**src/rtl/core/slm_pkg.sv**
```systemverilog
package slm_pkg;

  // Field widths
  localparam int OP_W   = 2;
  localparam int BLK_W  = 16;
  localparam int ST_W   = 2;
  localparam int SLOT_W = 5;
  localparam int AGE_W  = 8;
  localparam int ROW_W  = BLK_W + AGE_W;

  // Defaults for the top level parameters
  localparam int NUM_SLOTS_DEF = 32;
  localparam int DISK_SIZE_DEF = 8192;

  localparam logic [AGE_W-1:0] AGE_MAX = {AGE_W{1'b1}};

  // Request codes (op 3 behaves as a lookup)
  localparam logic [OP_W-1:0] OP_LOOKUP = 2'd0;
  localparam logic [OP_W-1:0] OP_ALLOC  = 2'd1;
  localparam logic [OP_W-1:0] OP_MARK   = 2'd2;

  // Result status codes
  localparam logic [ST_W-1:0] ST_OK   = 2'd0;
  localparam logic [ST_W-1:0] ST_OOB  = 2'd1;
  localparam logic [ST_W-1:0] ST_MISS = 2'd2;

  // Controller to datapath
  typedef struct packed {
    logic accept;  // capture request, clear scan trackers
    logic rd_en;   // read one slot row, advance scan address
    logic commit;  // update slot state and load the result word
  } cmd_t;

  // Datapath to controller
  typedef struct packed {
    logic oob;     // captured block number is beyond the disk
    logic last;    // scan address is at the last slot
  } sts_t;

endpackage

```
**src/rtl/core/slm_ctrl.sv**
```systemverilog
module slm_ctrl (
  input  logic          clk,
  input  logic          rst,
  input  logic          in_valid,
  output logic          in_stall,
  output logic          out_valid,
  input  logic          out_stall,
  input  slm_pkg::sts_t sts,
  output slm_pkg::cmd_t cmd
);

  typedef enum logic [1:0] {
    S_IDLE,
    S_SCAN,
    S_DRAIN,
    S_FINISH
  } state_t;

  state_t state;
  state_t state_next;
  logic   out_free;

  assign in_stall = (state != S_IDLE);
  assign out_free = !out_valid || !out_stall;

  // Command decode
  always_comb begin
    state_next = state;
    cmd        = '0;
    case (state)
      S_IDLE: begin
        if (in_valid) begin
          cmd.accept = 1'b1;
          state_next = S_SCAN;
        end
      end
      S_SCAN: begin
        if (sts.oob) begin
          state_next = S_FINISH;
        end else begin
          cmd.rd_en = 1'b1;
          if (sts.last) begin
            state_next = S_DRAIN;
          end
        end
      end
      S_DRAIN: begin
        // last row is evaluated in this cycle
        state_next = S_FINISH;
      end
      S_FINISH: begin
        if (out_free) begin
          cmd.commit = 1'b1;
          state_next = S_IDLE;
        end
      end
      default: begin
        state_next = S_IDLE;
      end
    endcase
  end

  // State and output valid
  always_ff @(posedge clk) begin
    if (rst) begin
      state     <= S_IDLE;
      out_valid <= 1'b0;
    end else begin
      state <= state_next;
      if (cmd.commit) begin
        out_valid <= 1'b1;
      end else if (!out_stall) begin
        out_valid <= 1'b0;
      end
    end
  end

  a_commit_free: assert property (@(posedge clk) disable iff (rst)
    cmd.commit |-> (!out_valid || !out_stall))
    else $error("result committed over an untaken word");

  a_commit_shows: assert property (@(posedge clk) disable iff (rst)
    cmd.commit |=> out_valid)
    else $error("committed result not presented");

  a_last_drains: assert property (@(posedge clk) disable iff (rst)
    (cmd.rd_en && sts.last) |=> (state == S_DRAIN))
    else $error("scan did not stop at the last slot");

endmodule

```
**src/rtl/core/slm_datapath.sv**
```systemverilog
module slm_datapath #(
  parameter int NUM_SLOTS = slm_pkg::NUM_SLOTS_DEF,
  parameter int DISK_SIZE = slm_pkg::DISK_SIZE_DEF
) (
  input  logic                       clk,
  input  logic                       rst,
  input  slm_pkg::cmd_t              cmd,
  output slm_pkg::sts_t              sts,
  input  logic [slm_pkg::OP_W-1:0]   op,
  input  logic [slm_pkg::BLK_W-1:0]  block_num,
  output logic [slm_pkg::ST_W-1:0]   status,
  output logic [slm_pkg::SLOT_W-1:0] slot,
  output logic                       writeback,
  output logic [slm_pkg::BLK_W-1:0]  writeback_block
);

  localparam int IDX_W = $clog2(NUM_SLOTS);
  localparam int BLK_W = slm_pkg::BLK_W;
  localparam int AGE_W = slm_pkg::AGE_W;
  localparam int ROW_W = slm_pkg::ROW_W;

  // Slot flags in flops, block and age rows in a memory
  logic [NUM_SLOTS-1:0] valid;
  logic [NUM_SLOTS-1:0] dirty;
  logic [ROW_W-1:0]     mem [NUM_SLOTS];

  // Captured request
  logic [slm_pkg::OP_W-1:0] op_q;
  logic [BLK_W-1:0]         blk_q;
  logic                     is_alloc;
  logic                     is_mark;

  // Scan pipeline
  logic [IDX_W-1:0] rd_addr;
  logic [IDX_W-1:0] rd_idx;
  logic             rd_vld;
  logic [ROW_W-1:0] rdata;
  logic [BLK_W-1:0] rd_blk;
  logic [AGE_W-1:0] rd_age;
  logic [AGE_W-1:0] new_age;
  logic             rd_slot_valid;

  // Scan trackers
  logic             hit_found;
  logic [IDX_W-1:0] hit_idx;
  logic             free_found;
  logic [IDX_W-1:0] free_idx;
  logic [AGE_W-1:0] max_age;
  logic [IDX_W-1:0] max_idx;
  logic [BLK_W-1:0] max_blk;

  // Commit results
  logic [IDX_W-1:0]         pick;
  logic                     wb;
  logic [slm_pkg::ST_W-1:0] st_res;
  logic [IDX_W-1:0]         slot_res;
  logic                     claim;
  logic                     set_dirty;
  logic                     age_wr;

  assign is_alloc = (op_q == slm_pkg::OP_ALLOC);
  assign is_mark  = (op_q == slm_pkg::OP_MARK);

  assign sts.oob  = ({1'b0, blk_q} >= 17'(DISK_SIZE));
  assign sts.last = (rd_addr == IDX_W'(NUM_SLOTS - 1));

  assign rd_blk        = rdata[ROW_W-1:AGE_W];
  assign rd_age        = rdata[AGE_W-1:0];
  assign new_age       = (rd_age == slm_pkg::AGE_MAX) ? rd_age : rd_age + 1'b1;
  assign rd_slot_valid = valid[rd_idx];
  assign age_wr        = rd_vld && is_alloc && rd_slot_valid;

  // Request capture and scan address
  always_ff @(posedge clk) begin
    if (cmd.accept) begin
      op_q  <= op;
      blk_q <= block_num;
    end
    if (cmd.accept) begin
      rd_addr <= '0;
    end else if (cmd.rd_en) begin
      rd_addr <= rd_addr + 1'b1;
    end
    rd_idx <= rd_addr;
  end

  always_ff @(posedge clk) begin
    if (rst) begin
      rd_vld <= 1'b0;
    end else begin
      rd_vld <= cmd.rd_en;
    end
  end

  // Row memory: one read, one write per cycle
  always_ff @(posedge clk) begin
    if (cmd.rd_en) begin
      rdata <= mem[rd_addr];
    end
    if (claim) begin
      mem[pick] <= {blk_q, AGE_W'(0)};
    end else if (age_wr) begin
      mem[rd_idx] <= {rd_blk, new_age};
    end
  end

  // Scan evaluation: first hit, first free, oldest valid slot
  always_ff @(posedge clk) begin
    if (rst) begin
      hit_found  <= 1'b0;
      free_found <= 1'b0;
    end else if (cmd.accept) begin
      hit_found  <= 1'b0;
      free_found <= 1'b0;
      max_age    <= '0;
      max_idx    <= '0;
    end else if (rd_vld) begin
      if (!is_alloc && rd_slot_valid && rd_blk == blk_q && !hit_found) begin
        hit_found <= 1'b1;
        hit_idx   <= rd_idx;
      end
      if (is_alloc && !rd_slot_valid && !free_found) begin
        free_found <= 1'b1;
        free_idx   <= rd_idx;
      end
      // aged values are at least one, so the first valid slot always seeds the search
      if (is_alloc && rd_slot_valid && new_age > max_age) begin
        max_age <= new_age;
        max_idx <= rd_idx;
        max_blk <= rd_blk;
      end
    end
  end

  // Result selection
  always_comb begin
    pick      = free_found ? free_idx : max_idx;
    wb        = 1'b0;
    st_res    = slm_pkg::ST_OK;
    slot_res  = '0;
    claim     = 1'b0;
    set_dirty = 1'b0;
    if (sts.oob) begin
      st_res = slm_pkg::ST_OOB;
    end else if (is_alloc) begin
      wb       = !free_found && dirty[max_idx];
      slot_res = pick;
      claim    = cmd.commit;
    end else if (hit_found) begin
      slot_res  = hit_idx;
      set_dirty = cmd.commit && is_mark;
    end else begin
      st_res = slm_pkg::ST_MISS;
    end
  end

  // Slot flags
  always_ff @(posedge clk) begin
    if (rst) begin
      valid <= '0;
      dirty <= '0;
    end else if (claim) begin
      valid[pick] <= 1'b1;
      dirty[pick] <= 1'b0;
    end else if (set_dirty) begin
      dirty[hit_idx] <= 1'b1;
    end
  end

  // Result word
  always_ff @(posedge clk) begin
    if (cmd.commit) begin
      status          <= st_res;
      slot            <= slm_pkg::SLOT_W'(slot_res);
      writeback       <= wb;
      writeback_block <= wb ? max_blk : '0;
    end
  end

  a_one_write: assert property (@(posedge clk) disable iff (rst)
    !(claim && age_wr))
    else $error("row memory written twice in one cycle");

  a_hit_valid: assert property (@(posedge clk) disable iff (rst)
    hit_found |-> valid[hit_idx])
    else $error("lookup hit on a free slot");

  a_hit_lowest: assert property (@(posedge clk) disable iff (rst)
    (hit_found && rd_vld) |=> $stable(hit_idx))
    else $error("later slot replaced the lowest hit");

endmodule

```
**src/rtl/core/buffer_slot_manager_lru.sv**
```systemverilog
// Channel  Direction  Handshake            Word
// in       input      in_valid / in_stall  op, block_num
// out      output     out_valid / out_stall status, slot, writeback, writeback_block
//
// A result word is presented after its request is accepted and the datapath
// has walked the slot row memory one slot per cycle, evaluated the last row and
// committed; an out of bound block skips the walk and goes straight to the commit.
// The next request can be taken in the cycle after the commit.
// Reset (rst, synchronous) frees every slot; no clearing pass is needed.
// in_stall is high while a request is in work; a result waits in the output
// register while the next request is taken, and holds while out_stall is high.
module buffer_slot_manager_lru #(
  parameter int NUM_SLOTS = slm_pkg::NUM_SLOTS_DEF,
  parameter int DISK_SIZE = slm_pkg::DISK_SIZE_DEF
) (
  input  logic                       clk,
  input  logic                       rst,
  input  logic                       in_valid,
  output logic                       in_stall,
  input  logic [slm_pkg::OP_W-1:0]   op,
  input  logic [slm_pkg::BLK_W-1:0]  block_num,
  output logic                       out_valid,
  input  logic                       out_stall,
  output logic [slm_pkg::ST_W-1:0]   status,
  output logic [slm_pkg::SLOT_W-1:0] slot,
  output logic                       writeback,
  output logic [slm_pkg::BLK_W-1:0]  writeback_block
);

  slm_pkg::cmd_t cmd;
  slm_pkg::sts_t sts;

  slm_ctrl u_ctrl (
    .clk       (clk),
    .rst       (rst),
    .in_valid  (in_valid),
    .in_stall  (in_stall),
    .out_valid (out_valid),
    .out_stall (out_stall),
    .sts       (sts),
    .cmd       (cmd)
  );

  slm_datapath #(
    .NUM_SLOTS (NUM_SLOTS),
    .DISK_SIZE (DISK_SIZE)
  ) u_datapath (
    .clk             (clk),
    .rst             (rst),
    .cmd             (cmd),
    .sts             (sts),
    .op              (op),
    .block_num       (block_num),
    .status          (status),
    .slot            (slot),
    .writeback       (writeback),
    .writeback_block (writeback_block)
  );

endmodule
```
**config.mk**
```make
export PLATFORM = sky130hd
export DESIGN_NAME = buffer_slot_manager_lru
export DESIGN_NICKNAME = d
export VERILOG_FILES = /design/src/rtl/core/slm_pkg.sv /design/src/rtl/core/slm_ctrl.sv /design/src/rtl/core/slm_datapath.sv /design/src/rtl/core/buffer_slot_manager_lru.sv
export SDC_FILE = /design/constraint.sdc
export NUM_CORES = 1
export LEC_CHECK = 0
export BUFFER_PORTS_ARGS = -buffer_cell sky130_fd_sc_hd__buf_2
export CAP_MARGIN = 30
export CORE_MARGIN = 8
export CORE_UTILIZATION = 52
export CTS_CLUSTER_DIAMETER = 150
export CTS_CLUSTER_SIZE = 16
export DETAILED_ROUTE_END_ITERATION = 7
export MAX_ROUTING_LAYER = met4
export PLACE_DENSITY = 0.7
export REMOVE_ABC_BUFFERS = 1
export SYNTH_ARGS = -nofsm -noshare
export SYNTH_HDL_FRONTEND = slang
export SYNTH_SLANG_ARGS = --single-unit
export TNS_END_PERCENT = 30
```
**constraint.sdc**
```tcl
create_clock -name clk -period 5.3 [get_ports clk]
set_clock_uncertainty 0.05 [all_clocks]
set_input_delay 0.265 -clock clk [delete_from_list [all_inputs] [get_ports clk]]
set_output_delay 0.265 -clock clk [all_outputs]
set_load 0.01 [all_outputs]
```
==> qor.csv, run 1 <==
metric,value,unit
fp.dieW,283,um
post-place-ws,1.00,ns
ys_ff_latch,953,
ys_top_cells_by_count,"edfxtp_1 (873), mux4_2 (254), nor2_1 (91)",
critical_path.cell_chain,ha_1 -> and3_1 -> and3_1 -> nand3_1 -> nand2b_1 -> xor2_1 -> inv_1 -> ha_1 -> o21ai_0 -> a21oi_1 -> o21bai_1 -> a2111o_1 -> nor3_2 -> buf_4,
grt_pass1_vias,18500,
met2_usage,34.5,%
clk_latency,0.63,ns
fin_tns_setup,0,ns
multiInputGateArea,9400,um2
cts_hold_buf,19,
io_buffers,47,
cts_setup_buffers,0,
drcViolationCount,0,
grt_first_pass_wirelength,127000,um
htree_levels,3,
die_h,283,um
status,finished clean,
synthArstFlopShare,0,%
overflow,0,
cts_tree,built,
rows,98,
drv_slew,0,
die_area,80200,um2
drtPass1Iterations,5,
critPathRequiredTime,5.55,ns
nNetsFinal,1975,
hpwl,52900,um
postPlaceCellArea,39400,um2
rsz0062_at_grt,false,
vias,18400,
ant_nets,0,
finalCritPeriodShare,75.0,%
grt_max_degree,72,
cts-resized-gates,0,
routabilityCongestion,0.904,
drive_above_1_share,27.1,%
numCtsBuffers,69,
synth_cell_types,50,
clkSlewWorstSetupHoldPaths,0.07,ns
finalHoldViolCount,0,
n_antenna_cell,0,
vias_per_cell,6.31,
grt_use_met1,29.7,%
worstSetupEndpointType,register,
top_usage_layer,met2,
routed_wl,85900,um
worstSetupStartpointType,register,
critPathKind,register to register,
cts_sinks,953,
crit_fanout,16,
holdCritPathClass,primary input to register,
ff_latch_area,27800,um2
fmax,252,MHz
final_area,41700,um2
p_per_area,377,nW/um2
synth_warnings,0,
p_leak,12.6,nW
coreArea,71100,um2
start_util,52.2,%
fin_util,58.6,%
period_minus_slack,3.97,ns
maxCapViolations,0,
synth_top_area_cell,edfxtp_1,
cp.arrival,4.22,ns
nFillCells,5005,
yosysMostFrequentCell,edfxtp_1,
io_pins,48,
synth_cells,1814,
maxSlewHeadroom,22.8,%
synth-edff-count,873,
routedWlPerCell,29.5,um
clockBufferDepth,3,
areaGrowthSynthToFinish,12.3,%
grt_usage,21.9,%
seq_area_frac_synth,74.9,%
critPathSlowestCell,xor2_1,
ys.flop_type,edfxtp_1,
synthDominantCellAreaShare,70.6,%
avgSynthCellArea,20.5,um2
drt_iter0_drc,2373,
gr-usage-met3,3.15,%
synth.cell_area,37100,um2
tightest_slew,1.13,ns
synth_area_leaders,"edfxtp_1 (71%), mux4_2 (15%), dfxtp_1 (4.3%)",
root_buffer,clkbuf_16,
antenna_found_initial,1,
slowest_delay,0.61,ns
p_total,15.7,mW
setup_slack,1.33,ns
setup_viol,0,
vdd_drop_max,0.000260,V
## cells in the final DEF, fill, tap and decap left out, types with 25 or more instances in the layout
master | synthesis | routed
a21oi_1 | 57 | 57
buf_2 | 5 | 50
buf_4 | 2 | 65
clkbuf_16 | 0 | 71
dfxtp_1 | 80 | 75
edfxtp_1 | 873 | 873
mux2_2 | 27 | 27
mux2i_1 | 25 | 25
mux4_2 | 254 | 254
nand2_1 | 60 | 60
nor2_1 | 91 | 91
## final timing paths
kind                            slack [ns]                             start                               end  depth (start not counted)
worst min-delay path                  0.05                          in_valid      u_ctrl.state[0]$_SDFFE_PP0P_                          3
worst max register to register        1.33     u_datapath.rdata[0]$_DFFE_PP_  u_datapath.max_blk[12]$_DFFE_PP_                         14
worst min register to register        0.42  u_datapath.valid[9]$_SDFFE_PP0N_  u_datapath.valid[9]$_SDFFE_PP0N_                          2
worst max-delay path                  1.33     u_datapath.rdata[0]$_DFFE_PP_  u_datapath.max_blk[12]$_DFFE_PP_                         14
## layer usage
| layer | up-vias | wire length [um] |
|---|---|---|
| met5 | - | 0 |
| met4 | 0 | 2780 |
| met3 | 137 | 6460 |
| met2 | 837 | 42200 |
| met1 | 9733 | 34500 |
| li1 | 7684 | - |
## per-stage QoR
step | hold slack (ns) | std cells
3_3_place_gp | 0.391 | 2783
6_report | 0.0501 | 2915
5_1_grt | 0.0687 | 2915
3_5_place_dp | 0.394 | 2791
2_1_floorplan | 0.284 | 1718
4_1_cts | 0.0290 | 2908
## flip-flops by register name (all words and copies together) (netlist names), 8 cells and up
| register | cells |
|---|---|
| u_datapath.max_age | 8 |
| u_datapath.max_blk | 16 |
| u_datapath.dirty | 32 |
| u_datapath.rdata | 24 |
| u_datapath.valid | 32 |
| u_datapath.blk_q | 16 |
| u_datapath.writeback_block | 16 |
| u_datapath.mem | 768 |
## critical path: cells and delay by family (launching register included)
kind	cells	cell delay [ns]
adders and majority gates	2	0.57
DFF	1	0.43
and+or+nand+nor	5	0.83
AOI/OAI and AO/OA	4	0.75
buffers and inverters	2	0.39
xor gates and xnor gates	1	0.61
## report_power, final
group / internal, mW / total (mW) / leakage (nW) / switching [mW]
logic: 0.982 / 2.19 / 3.28 / 1.20
registers: 8.51 / 8.64 / 8.37 / 0.126
clock network: 2.46 / 4.88 / 0.928 / 2.42
## cells by family (layout without fill, tap and decap cells)
logic type / after synthesis / count (layout) / synth area share, %
AOI/OAI and AO/OA: 142 / 142 / 2.41
xor gates and xnor gates: 21 / 21 / 0.495
adders and majority gates: 15 / 15 / 0.505
buffers and inverters: 117 / 268 / 1.28
DFF: 953 / 953 / 74.9
muxes: 322 / 322 / 17.4
and+or+nand+nor: 244 / 244 / 3.05
## layout make-up
| class | instances | area share [%] |
|---|---|---|
| multi-input cells | 744 | 22.5 |
| flip-flops and latches | 953 | 66.7 |
| inverters | 21 | 0.189 |
| clock buffers | 93 | 4.46 |
| repair buffers | 149 | 3.07 |
| clock inverters | 5 | 0.141 |
| well taps | 950 | 2.85 |
Note: power is estimated with default switching activity, not from simulation.
==> run 2, diff against run 1 <==
--- a/config.mk
+++ b/config.mk
@@ -13,7 +13,7 @@
 export CTS_CLUSTER_SIZE = 16
 export DETAILED_ROUTE_END_ITERATION = 7
 export MAX_ROUTING_LAYER = met4
-export PLACE_DENSITY = 0.7
+export PLACE_DENSITY = 0.68
 export REMOVE_ABC_BUFFERS = 1
 export SYNTH_ARGS = -nofsm -noshare
 export SYNTH_HDL_FRONTEND = slang
==> constraint.sdc (replaced) <==
create_clock -name clk -period 3.7 [get_ports clk]
set_clock_uncertainty 0.05 [all_clocks]
set_input_delay 0.185 -clock clk [delete_from_list [all_inputs] [get_ports clk]]
set_output_delay 0.185 -clock clk [all_outputs]
set_load 0.01 [all_outputs]
==> run 2 against run 1 <==
  * Global-route usage rose by 0.32 points
  * Wire length grew 1.4%
  * Core utilization up 1.0 points
  * Non-clock buffer count grew 43
  * Register-to-register slack worse by 1.2 ns
  * Cell area grew 1.7%
  * Critical path depth up 1
==> qor.csv, run 2 (synthesis results as in run 1) <==
metric,value,unit
status,finished clean,
fmax,278,MHz
die_h,283,um
cts_tree,built,
drcViolationCount,0,
grt_pass1_vias,18900,
stdcell_count,2954,
clk_latency,0.64,ns
largest_reg_flops,768,
largest_registers,"u_datapath.mem (768), u_datapath.dirty (32), u_datapath.valid (32)",
tightest_slew,0.998,ns
areaGrowthSynthToFinish,14.2,%
vdd_drop_max,0.000338,V
p_leak,12.8,nW
drtPass1Iterations,5,
io_pins,48,
antenna_found_initial,1,
holdPathStages,2,
min_from,block_num[13],
worstSetupEndpointType,register,
nFillCells,5037,
overflow,0,
timing.hold.ws,0.209,ns
grt_usage,22.2,%
rows,98,
worstSetupStartpointType,register,
htree_levels,3,
finalCritPeriodShare,97.3,%
p_total,22.4,mW
routabilityCongestion,0.880,
regMostFlops,u_datapath.mem,
fp.dieW,283,um
mostFrequentLayoutCells,"edfxtp_1 (873), mux4_2 (254), nor2_1 (91)",
grt_first_pass_wirelength,128000,um
hpwl,50100,um
numCtsBuffers,69,
p_per_area,527,nW/um2
ant_nets,0,
drv_slew,0,
rr_startpoint,u_datapath.rdata[0]$_DFFE_PP_,
min_to,u_datapath.blk_q[13]$_DFFE_PP_,
critPathKind,register to register,
critPathRequiredTime,3.99,ns
multiInputGateArea,9420,um2
r2r_slack,0.1,ns
crit_fanout,8,
finalHoldViolCount,0,
cp.arrival,3.89,ns
dp_cells,2836,
start_util,52.2,%
coreArea,71100,um2
root_buffer,clkbuf_16,
clockBufferDepth,3,
die_area,80200,um2
setup_viol,0,
io_buffers,47,
nNetsFinal,2018,
r2r-end,u_datapath.max_blk[0]$_DFFE_PP_,
clkSlewWorstSetupHoldPaths,0.08,ns
ff_latch_area,27800,um2
maxCapViolations,0,
r2r_cells,15,
cts_sinks,953,
grt_max_degree,75,
final_common_cell,edfxtp_1,
holdCritPathClass,primary input to register,
routedWlPerCell,29.5,um
drive_above_1_share,28.9,%
vias_per_cell,6.29,
routed_wl,87200,um
drt_iter0_drc,1942,
vias,18600,
maxSlewHeadroom,33.4,%
period_minus_slack,3.60,ns
-- run 2: cell types whose count changed in the layout (fill, tap and decap cells not counted), moves of 2 or more --
cell / change
buf_16: -8
clkbuf_1: -6
buf_12: +38
buf_4: +12
inv_16: +2
dlygate4sd3_1: +2
buf_2: -3
-- run 2: worst max path at each step --
stage | startpoint | to | slack (ns) | depth (start not counted)
2_1_floorplan | u_datapath.rd_addr[0]$_SDFFE_PP0P_ | u_datapath.rdata[0]$_DFFE_PP_ | -5.94 | 3
3_3_place_gp | u_datapath.rdata[0]$_DFFE_PP_ | u_datapath.max_blk[2]$_DFFE_PP_ | 0.23 | 15
3_5_place_dp | u_datapath.rdata[0]$_DFFE_PP_ | u_datapath.max_blk[6]$_DFFE_PP_ | 0.21 | 15
4_1_cts | u_datapath.rdata[0]$_DFFE_PP_ | u_datapath.max_blk[2]$_DFFE_PP_ | 0.19 | 15
5_1_grt | u_datapath.rdata[0]$_DFFE_PP_ | u_datapath.max_blk[0]$_DFFE_PP_ | -0.01 | 15
6_report | u_datapath.rdata[0]$_DFFE_PP_ | u_datapath.max_blk[0]$_DFFE_PP_ | 0.1 | 15
-- run 2: metrics by stage --
step | worst slack [ns] | TNS [ns] | instance area (um2) | utilization (%)
2_1_floorplan | -5.94 | -1815.08 | 36700 | -
3_3_place_gp | 0.228 | 0 | 40200 | 56.5
3_5_place_dp | 0.212 | 0 | 40200 | 56.5
4_1_cts | 0.187 | 0 | 42400 | 59.6
5_1_grt | -0.0130 | -0.0888 | 42400 | 59.6
6_report | 0.0986 | 0 | 42400 | 59.6
-- run 2: layer usage --
layer  GRT usage (%)  wire length [um]
met1            30.3             36300
met2            35.1             43100
met3            4.07              6280
met4            5.11              1440
met5               -                 0
-- run 2: where the power goes --
group          switching (mW)  total, mW  internal, mW
Combinational            1.57       3.00          1.43
Clock                    3.50       7.02          3.52
Sequential              0.154       12.3          12.2
Total                    5.23       22.4          17.1
-- run 2: repair_timing --
action                                  in CTS  in global routing
buffers inserted                             0                  2
hold endpoints to repair                    22                  0
hold buffers                                21                  0
gates resized for setup                      0                  8
endpoints found under the setup margin       0                  8
-- run 2: layout make-up --
cell class	instances	share of cell area, %
Sequential cell	953	65.6
Multi-Input combinational cell	744	22.2
Timing Repair Buffer	192	4.60
Clock buffer	87	4.33
Tap cell	950	2.80
Clock inverter	6	0.245
Inverter	21	0.186
Antenna cell	1	0.00590
-- run 2: worst max-delay path, stage by stage, from the launching register on --
cell	delay, ns
edfxtp_1	0.40
ha_2	0.20
and3_1	0.19
and3_4	0.22
nand3_2	0.11
buf_4	0.18
nand2b_1	0.08
xor2_1	0.19
inv_1	0.08
ha_1	0.29
o21ai_0	0.07
a21oi_1	0.13
o21bai_1	0.09
a2111o_1	0.43
nor3_4	0.35
clkbuf_16	0.25
